**src/rtl/mms_pkg.sv**
```systemverilog
// Shared constants, codes and types for the streaming matrix multiply block.
`timescale 1ns / 1ps
`default_nettype none
package mms_pkg;

   localparam int MAX_DIM_DEF    = 16;
   localparam int DATA_WIDTH_DEF = 16;
   localparam int ACC_W          = 36;
   localparam int ROW_W          = 16;
   localparam int COL_W          = 4;
   localparam int DIM_CFG_W      = 5;
   localparam int CSR_IDX_W      = 2;
   localparam int CSR_DATA_W     = 16;

   typedef enum logic [CSR_IDX_W-1:0] {
      REG_ROWS_A    = 2'd0,
      REG_INNER_DIM = 2'd1,
      REG_COLS_B    = 2'd2
   } csr_reg_type;

   typedef enum logic {
      OP_LOAD_B   = 1'b0,
      OP_STREAM_A = 1'b1
   } opcode_type;

   typedef struct packed {
      logic load;     // write this cell's B column entry
      logic read;     // read B entry for the incoming A word
      logic mul;      // form product
      logic mac;      // accumulate product
      logic row_end;  // product closes a row: hand sum to shift chain
      logic shift;    // shift chain moves one cell toward the output
      logic clear;    // drop accumulator
   } cell_ctl_type;

endpackage
`default_nettype wire

```
**src/rtl/mms_cell.sv**
```systemverilog
// One column cell: B column store, multiplier, accumulator and output shift stage.
`timescale 1ns / 1ps
`default_nettype none
module mms_cell #(
   parameter int MAX_DIM    = mms_pkg::MAX_DIM_DEF,
   parameter int DATA_WIDTH = mms_pkg::DATA_WIDTH_DEF
) (
   input  wire logic                            clock,
   input  wire logic                            reset,
   input  wire mms_pkg::cell_ctl_type           ctl,
   input  wire logic [$clog2(MAX_DIM)-1:0]      wr_addr,
   input  wire logic [DATA_WIDTH-1:0]           wr_data,
   input  wire logic [$clog2(MAX_DIM)-1:0]      rd_addr,
   input  wire logic signed [DATA_WIDTH-1:0]    a_data,
   input  wire logic [mms_pkg::ACC_W-1:0]       shift_in,
   output logic      [mms_pkg::ACC_W-1:0]       shift_out
);

   localparam int PW = 2 * DATA_WIDTH;
   localparam int EW = (PW > mms_pkg::ACC_W) ? PW : mms_pkg::ACC_W;

   logic        [DATA_WIDTH-1:0]     mem_ff [MAX_DIM];
   logic signed [DATA_WIDTH-1:0]     rd_ff;
   logic signed [PW-1:0]             prod_ff;
   logic signed [EW-1:0]             prod_ext;
   logic        [mms_pkg::ACC_W-1:0] acc_ff;
   logic        [mms_pkg::ACC_W-1:0] acc_in;
   logic        [mms_pkg::ACC_W-1:0] sum;
   logic        [mms_pkg::ACC_W-1:0] sh_ff;

   always_ff @(posedge clock) begin
      if (ctl.load) begin
         mem_ff[wr_addr] <= wr_data;
      end
      if (ctl.read) begin
         rd_ff <= mem_ff[rd_addr];
      end
      if (ctl.mul) begin
         prod_ff <= a_data * rd_ff;
      end
   end

   assign prod_ext = EW'(prod_ff);
   assign sum      = acc_ff + prod_ext[mms_pkg::ACC_W-1:0];

   always_comb begin
      acc_in = acc_ff;
      if (ctl.clear) begin
         acc_in = '0;
      end else if (ctl.mac) begin
         acc_in = ctl.row_end ? '0 : sum;
      end
   end

   always_ff @(posedge clock) begin
      if (reset) begin
         acc_ff <= '0;
      end else begin
         acc_ff <= acc_in;
      end
   end

   always_ff @(posedge clock) begin
      if (ctl.mac && ctl.row_end) begin
         sh_ff <= sum;
      end else if (ctl.shift) begin
         sh_ff <= shift_in;
      end
   end

   assign shift_out = sh_ff;

endmodule
`default_nettype wire

```
**config.mk**
```make
export PLATFORM = sky130hd
export DESIGN_NAME = mms_cell
export DESIGN_NICKNAME = d
export VERILOG_FILES = /design/src/rtl/mms_pkg.sv /design/src/rtl/mms_cell.sv
export SDC_FILE = /design/constraint.sdc
export NUM_CORES = 1
export LEC_CHECK = 0
export BUFFER_PORTS_ARGS = -buffer_cell sky130_fd_sc_hd__buf_2
export CAP_MARGIN = 20
export CORE_MARGIN = 2
export CORE_UTILIZATION = 50
export DETAILED_ROUTE_END_ITERATION = 8
export PLACE_DENSITY = 0.64
export SLEW_MARGIN = 20
export SYNTH_ARGS = -nofsm -noshare
export SYNTH_HDL_FRONTEND = slang
export SYNTH_SLANG_ARGS = --single-unit
```
**constraint.sdc**
```tcl
create_clock -name clock -period 11.15 [get_ports clock]
set_input_delay 1.115 -clock clock [delete_from_list [all_inputs] [get_ports clock]]
set_output_delay 1.115 -clock clock [all_outputs]
set_load 0.005 [all_outputs]
```
==> impl_metrics.toml, run 1 <==
[synthesis]
synth.distinct_cells = 68
yosysWarnings = 0
synth.area.top_cells = "edfxtp_1, fa_1, mux4_2, ha_1, inv_1"
synth_top_family_by_area = "adder cells"
synth.most_common_cell = "edfxtp_1"
synthXorXnorAreaFrac_pct = 2.377
synth_compound_area_share_pct = 5.892
yosysSeqAreaShare_pct = 43.00
synth_fa_ha_area_share_pct = 26.47
synth_top_area_share_pct = 40.17
synthTopCellsByCount = "edfxtp_1, inv_1, fa_1, nand2_1, and2_1"
yosys-mux-area-fraction_pct = 8.063
syn-num-nets = 2431
synth_ff_type = "edfxtp_1"
netlist_area_um2 = 25420
yosysTopAreaCell = "edfxtp_1"
syn-instance-count = 1966
ys_async_sr_fraction_pct = 0
synth-simple-area-share_pct = 8.437
synth-edff-count = 340
syn_area_per_cell_um2 = 12.93
ys_ff_latch = 376

[floorplan]
ioPinCount = 121
start_util_pct = 50.67
core.rowCount = 82
dieArea_um2 = 52660
die_y_um = 229.5
fp.dieW_um = 229.5
core_area_um2 = 50170

[timing]
worst_pin_slew_ns = 1.092
worst_clock_skew_ns = 0.02645
fin_crit_ns = 7.086
slew_violations = 0
slew_headroom_pct = 26.90
max_freq_mhz = 141.1
setup_viol = 0
hold_viol = 0
setup_tns_ns = 0
grt_setup_unrepaired = "no"
fin_ws_ns = 4.064
timing.hold.ws_ns = 0.4752
fin_crit_sh_pct = 63.55

[final_layout]
syn_to_final_growth_pct = 10.95
nNetsFinal = 2548
drive_gt1_share_pct = 15.57
final_area_um2 = 28200

[worst_hold_path]
hold_path.class = "reg -> reg"

[placement]
dp_hpwl_mm = 39.10
gp_congestion = 0.8932
port_buffers = 120
placed_cell_area_um2 = 26790
place_ws_ns = 3.462

[status]
outcome = "complete, no violations"

[clock_network]
post-cts-setup-buffers = 0
clockBufferDepth = 3
clkTransAtPathRegs_ns = 0.07
clkSinkCount = 376
cts-root-buf = "clkbuf_16"
htree_levels = 2
clk_latency_ns = 0.58
numCtsBuffers = 40
cts_hold_buffers = 0
cts_tree = "built"
cts_resized = 0

[setup_path]
worstPathRequired_ns = 11.47
cpMostUsedCell = "fa_1"
cp_max_fo = 16
cp.arrival_ns = 7.41
slowest_stage = "nor4b_1"
end_kind = "flip-flop"
r2r_slack_ns = 4.07
setup.worst_path.class = "in -> reg"
max_stage_delay_ns = 0.72
path_cells = "buf_2 > nand2_1 > fa_1 > fa_1 > fa_1 > fa_1 > inv_1 > fa_1 > inv_1 > fa_1 > inv_1 > ha_1 > a21o_1 > a21o_1 > a21oi_1 > o21ai_1 > nor4b_1 > o22ai_1 > a221oi_1 > a21oi_1 > xor2_1"
setup.worst_path.start_class = "primary input"

[route]
firstDrtPassIters = 5
drc_errors = 0
ant_nets = 0
drtIter0Drc = 857
routed_wl_mm = 54.22
num_vias = 15050
viasPerCell = 5.397
detail_route.wl_per_cell_um = 19.45

[global_routing]
grt-ovfl-total = 0
grt_start_max_net_pins = 65
gr-usage-all-layers_pct = 21.44
grt_pass1_vias = 16310
antenna_found_initial = 8
grt_first_pass_wirelength_mm = 88.20

[flow_run]
maxCapViolCount = 0
==> cells in the final DEF, fill, tap and decap left out, types with 6 or more instances in the layout <==
cell type / netlist / routed
a21o_1: 20 / 20
o21bai_1: 10 / 10
mux2_2: 22 / 22
nand2_1: 163 / 162
a21oi_1: 58 / 58
clkbuf_16: 0 / 42
nand2b_1: 15 / 14
o21ai_0: 38 / 38
nand3_1: 11 / 11
inv_1: 326 / 326
fa_1: 263 / 263
clkinv_1: 0 / 6
a22oi_1: 10 / 10
buf_4: 0 / 20
bufinv_16: 0 / 6
and2_1: 133 / 133
nor2_1: 68 / 65
ha_1: 117 / 117
nor3_1: 12 / 8
dfxtp_1: 36 / 36
xor2_1: 17 / 17
and3_1: 7 / 7
o21a_1: 9 / 9
o2bb2ai_1: 7 / 7
xnor2_1: 52 / 52
buf_2: 0 / 119
edfxtp_1: 340 / 340
mux4_2: 80 / 80
a22o_1: 11 / 11
clkbuf_1: 52 / 6
==> per-stage QoR <==
stage,instances,utilization (%)
floorplan,1966,-
global placement,2713,53.40
detailed placement,2713,53.40
CTS,2785,56.19
global route,2788,56.21
finish,2788,56.21
==> critical path, delay by kind of cell <==
family	cells	cell delay, ns
adders and majority gates	7	3.39
AOI/OAI and AO/OA	7	1.46
and+or+nand+nor	2	0.85
buffers and inverters	4	0.41
xor gates and xnor gates	1	0.16
==> layout make-up <==
class | instances | area, um^2
Sequential cell | 376 | 10930
Antenna cell | 3 | 7.507
Inverter | 326 | 1224
Timing Repair Buffer | 139 | 745.7
Tap cell | 672 | 840.8
Multi-Input combinational cell | 1200 | 13060
Clock buffer | 49 | 1087
Clock inverter | 23 | 310.3
Fill cell | 4026 | 21970
==> logic make-up (layout without fill, tap and decap cells) <==
family,count (synthesis),count (layout)
adders and majority gates,380,380
buffers and inverters,390,537
other,0,3
AOI/OAI and AO/OA,213,213
xor gates and xnor gates,69,69
muxes,102,102
DFF,376,376
and+or+nand+nor,436,436
==> flip-flops by register name, summed over array words and instances, names as in the netlist <==
signal	count
mem_ff	256
acc_ff	36
prod_ff	32
shift_out	36
rd_ff	16
==> per-layer routing <==
layer / up-vias / wire, um / GRT usage, % / part of all wire [%]
li1: 6891 / - / - / -
met1: 7659 / 22820 / 28.00 / 42
met2: 403 / 27310 / 37.40 / 50
met3: 84 / 2917 / 3.411 / 5.4
met4: 10 / 1107 / 5.641 / 2.0
met5: - / 59 / 0 / 0.11
==> path summary, 6_finish.rpt <==
kind,cells past startpoint,endpoint,start
setup / recovery,21,prod_ff[30],a_data[10]
hold reg to reg,2,acc_ff[30],acc_ff[30]
setup reg to reg,20,prod_ff[30],rd_ff[1]
hold / removal,2,acc_ff[30],acc_ff[30]
Power of run 1 is not shown: default switching activity piles up to over one toggle a cycle in this logic, so the estimate is an artifact.
==> run 2: changes to the inputs <==
- PLACE_DENSITY: 0.64 -> 0.67
- clock period: 11.15 -> 5.79 ns (I/O delays scaled with it)
==> run 2 against run 1 <==
Compared with the run above: the run now ends with negative setup slack left; utilization rose by 3.2 points; wire length is 3.2% higher; clock-buffer cell count shrank 4; setup slack got worse by 4.1 ns; first-iteration DRC count up 14%; critical path type is now reg -> reg; via count up 4.0%.
==> impl_metrics.toml, run 2 (same netlist as run 1, synthesis figures left out) <==
[status]
outcome = "finished with violations"
violations = "negative setup slack"

[final_layout]
final_area_um2 = 29830
final_core_util_pct = 59.46
nNetsFinal = 2700
final_common_cell = "edfxtp_1"
fin_cells = 2940
largest_reg_flops = 256
layout_common_cells = "edfxtp_1, inv_1, fa_1"
largest-register = "mem_ff"
drive_gt1_share_pct = 24.27
syn_to_final_growth_pct = 17.36

[floorplan]
start_util_pct = 50.67
die_y_um = 229.5
ioPinCount = 121
core.rowCount = 82
fp.dieW_um = 229.5
dieArea_um2 = 52660
core_area_um2 = 50170

[timing]
slew_violations = 0
hold_viol = 0
grt_setup_unrepaired = "yes"
timing.hold.ws_ns = 0.3012
setup_viol = 6
slew_headroom_pct = 24.34
max_freq_mhz = 170.2
fin_crit_ns = 5.874
worst_pin_slew_ns = 1.131
fin_crit_sh_pct = 101.5
worst_clock_skew_ns = 0.01406
fin_ws_ns = -0.08448

[clock_network]
htree_levels = 2
cts-root-buf = "clkbuf_16"
cts_hold_buffers = 0
clkTransAtPathRegs_ns = 0.06
clk_latency_ns = 0.56
clkSinkCount = 376
numCtsBuffers = 40
cts_tree = "built"
clockBufferDepth = 3

[placement]
placed_cell_area_um2 = 27960
dp_cells = 2847
gp_congestion = 0.9349
port_buffers = 120
dp_hpwl_mm = 40.56

[setup_path]
critPathBufInv = 6
setup.worst_path.start_class = "flip-flop"
path_cells = "buf_6 > and2_4 > fa_1 > inv_1 > fa_1 > fa_1 > fa_1 > inv_1 > fa_1 > inv_1 > fa_1 > inv_2 > ha_4 > a21o_1 > a21o_1 > a21oi_2 > o21ai_2 > nor4b_2 > buf_4 > o22ai_4 > a221oi_2 > nor2b_4 > xnor2_1"
max_stage_delay_ns = 0.53
worstPathRequired_ns = 6.10
r2r-start = "rd_ff[4]"
cpMostUsedCell = "fa_1"
crit_path_start = "rd_ff[4]"
cp_max_fo = 6
cp_top_family = "adder cells"
setup.worst_path.class = "reg -> reg"
end_kind = "flip-flop"
cp.arrival_ns = 6.18
slowest_stage = "fa_1"

[global_routing]
grt_first_pass_wirelength_mm = 90.42
grt_start_max_net_pins = 52
grt-ovfl-total = 0
grt_pass1_vias = 17010
antenna_found_initial = 8
gr-usage-all-layers_pct = 21.93

[route]
firstDrtPassIters = 5
ant_nets = 0
drtIter0Drc = 980
drc_errors = 0
routed_wl_mm = 55.93
detail_route.wl_per_cell_um = 19.02
viasPerCell = 5.324
num_vias = 15650

[flow_run]
maxCapViolCount = 0

[worst_hold_path]
hold_start = "shift_in[35]"
hold_path.class = "in -> reg"
-- run 2: changes by cell type in the layout (fill, tap and decap cells not counted), sizes merged --
cell      delta
clkinv       +4
clkinvlp     -2
diode        -1
bufinv       +3
clkbuf       -4
buf        +152
-- run 2: worst paths after layout --
check / endpoint / slack, ns / cells after the start
max: prod_ff[28] / -0.08 / 23
min: shift_out[35] / 0.30 / 3
max reg2reg: prod_ff[28] / -0.08 / 23
min reg2reg: acc_ff[15] / 0.48 / 2
-- run 2: per-stage QoR --
step                setup WS [ns]  TNS, ns
finish                   -0.08448  -0.2791
global placement          -0.2770   -2.188
CTS                       -0.1312  -0.6268
global route              -0.3661   -2.853
detailed placement        -0.3821   -3.495
floorplan                -0.05649  -0.1122
-- run 2: layout make-up --
cell class              instances  area (um^2)
fillers                      3901        20340
multi-input cells            1200        13420
flip-flops and latches        376        10930
repair buffers                291         1972
inverters                     326         1224
clock buffers                  45         1020
well taps                     672        840.8
clock inverters                28        416.7
diodes                          2        5.005
-- run 2: layer usage --
| metal | global-route usage (%) | wire length, um |
|---|---|---|
| met3 | 3.822 | 3221 |
| met5 | 0 | 80 |
| met4 | 5.864 | 1171 |
| met1 | 27.40 | 22850 |
| met2 | 39.29 | 28600 |
-- run 2: tightest hold or removal path, delay by kind of cell --
family	cells	cell delay, ns
AO/OA/AOI/OAI	1	0.05
buffers and inverters	1	0.08
AND/OR/NAND/NOR	1	0.04
-- run 2: repair_timing --
action / CTS / global route
gates resized for setup: 17 / 51
setup buffers: 13 / 8
endpoints found under the setup margin: 14 / 15
pin swaps: 25 / 35
Power of run 2 is left out for the same reason.
==> run 3: changes to the inputs <==
- CTS_BUF_LIST: unset -> sky130_fd_sc_hd__clkbuf_2
- RECOVER_POWER: unset -> 25
- TNS_END_PERCENT: unset -> 100
==> run 3 against run 2 <==
Compared with the run above: the run ends with max-capacitance violations, max-slew violations, negative setup slack left; wire length about the same; utilization increased by 0.17 points; die area unchanged; first-iteration DRC count increased by 6.9%; via count increased by 3.2%; fmax decreased by 0.27%; global-route usage about the same; clock-buffer cell count increased by 76; setup slack got worse by 0.016 ns; final cell count increased by 5.0%; critical path depth unchanged; cell area increased by 0.28%; largest cell class unchanged.
==> impl_metrics.toml, run 3 (same netlist as run 1, synthesis figures left out) <==
[timing]
slew_violations = 33
hold_viol = 0
fin_ws_ns = -0.1002
fin_crit_sh_pct = 101.7
worst_pin_slew_ns = 1.654
setup_viol = 4
slew_headroom_pct = -10.27
max_freq_mhz = 169.8
worst_clock_skew_ns = 0.07798
grt_setup_unrepaired = "yes"
fin_crit_ns = 5.890

[floorplan]
ioPinCount = 121
start_util_pct = 50.67
die_y_um = 229.5
core.rowCount = 82
dieArea_um2 = 52660
fp.dieW_um = 229.5
core_area_um2 = 50170

[route]
routed_wl_mm = 55.89
detail_route.wl_per_cell_um = 18.10
num_vias = 16160
firstDrtPassIters = 5
drc_errors = 0
viasPerCell = 5.232
drtIter0Drc = 1048
ant_nets = 0

[setup_path]
end_kind = "flip-flop"
cp.arrival_ns = 6.69
cpMostUsedCell = "fa_1"
path_cells = "buf_6 > and2_4 > fa_1 > inv_1 > fa_1 > fa_1 > fa_1 > inv_1 > fa_1 > inv_1 > fa_1 > inv_2 > ha_4 > a21o_1 > a21o_1 > a21oi_2 > o21ai_2 > nor4b_2 > buf_4 > o22ai_4 > a221oi_2 > nor2b_4 > xnor2_1"
cp_top_family = "adder cells"
critPathBufInv = 6
slowest_stage = "fa_1"
max_stage_delay_ns = 0.53
worstPathRequired_ns = 6.59
setup.worst_path.start_class = "flip-flop"
setup.worst_path.class = "reg -> reg"
cp_max_fo = 6

[clock_network]
clockBufferDepth = 3
clkSinkCount = 376
numCtsBuffers = 90
clk_latency_ns = 1.06
htree_levels = 3
cts_tree = "built"
cts-root-buf = "clkbuf_2"
clkTransAtPathRegs_ns = 0.12

[status]
violations = "max-capacitance violations, max-slew violations, negative setup slack"
outcome = "finished with violations"

[global_routing]
grt_pass1_vias = 17610
grt_start_max_net_pins = 52
antenna_found_initial = 8
grt_first_pass_wirelength_mm = 90.49
grt-ovfl-total = 0
gr-usage-all-layers_pct = 21.93

[placement]
dp_hpwl_mm = 40.56
port_buffers = 120
gp_congestion = 0.9349
dp_cells = 2847

[final_layout]
largest_reg_flops = 256
syn_to_final_growth_pct = 17.70
fin_cells = 3088
nNetsFinal = 2812
layout_common_cells = "edfxtp_1, inv_1, fa_1"
drive_gt1_share_pct = 25.28
final_common_cell = "edfxtp_1"
largest-register = "mem_ff"

[flow_run]
maxCapViolCount = 1

[worst_hold_path]
hold_path.class = "in -> reg"
run 3: changes by cell type in the layout (fill, tap and decap cells not counted), moves of 10 or more:
cell / previous run / this run
clkinv_1: 5 / 21
buf_2: 119 / 104
clkbuf_16: 40 / 0
dlygate4sd3_1: 0 / 62
clkbuf_2: 0 / 121
clkbuf_1: 5 / 15
run 3: worst paths after layout:
| path | from | end | slack (ns) | depth (start not counted) |
|---|---|---|---|---|
| max reg2reg | rd_ff[4] | prod_ff[28] | -0.10 | 23 |
| min reg2reg | acc_ff[15] | acc_ff[15] | 0.49 | 2 |
| min | ctl[0] | acc_ff[18] | 0.13 | 3 |
| max | rd_ff[4] | prod_ff[28] | -0.10 | 23 |
run 3: stage by stage:
step,setup TNS (ns),util (%),hold slack [ns],cell area [um^2],setup slack (ns)
global route,-2.500,59.63,0.06739,29910,-0.3621
CTS,-0.4393,58.99,0.01559,29600,-0.1011
finish,-0.2856,59.63,0.1307,29920,-0.1002
floorplan,-0.1122,-,0.4291,25570,-0.05649
global placement,-2.188,55.73,0.4429,27960,-0.2770
detailed placement,-3.495,55.73,0.4625,27960,-0.3821
run 3: timing repair:
item / 4_1_cts / 5_1_grt
gates resized for setup: 17 / 56
hold buffers: 62 / 0
setup endpoints to repair: 13 / 15
pin swaps: 22 / 47
setup buffers: 11 / 8
hold endpoints to repair: 323 / 0
run 3: final cells by class:
type / instances / area [um^2]
clock buffers: 121 / 605.6
flip-flops and latches: 376 / 10930
diodes: 3 / 7.507
multi-input cells: 1200 / 13430
clock inverters: 37 / 270.3
repair buffers: 353 / 2605
inverters: 326 / 1224
fillers: 3980 / 20250
well taps: 672 / 840.8
run 3: metal layers:
metal  up-vias  share of wire, %  GRT usage, %
met5         -              0.12             0
met4        10               1.8         6.717
met1      8078                41         26.99
li1       7484                 -             -
met3        87               6.1         4.544
met2       498                51         38.81
run 3: worst reg2reg max path: cells and delay by family (launching register included):
kind,cells,cell delay (ns)
xor+xnor,1,0.07
compound gates,6,0.92
fa+ha+maj,7,3.14
flops,1,0.43
buf+inv,6,0.54
simple gates,3,0.61
Power of run 3 is left out for the same reason.
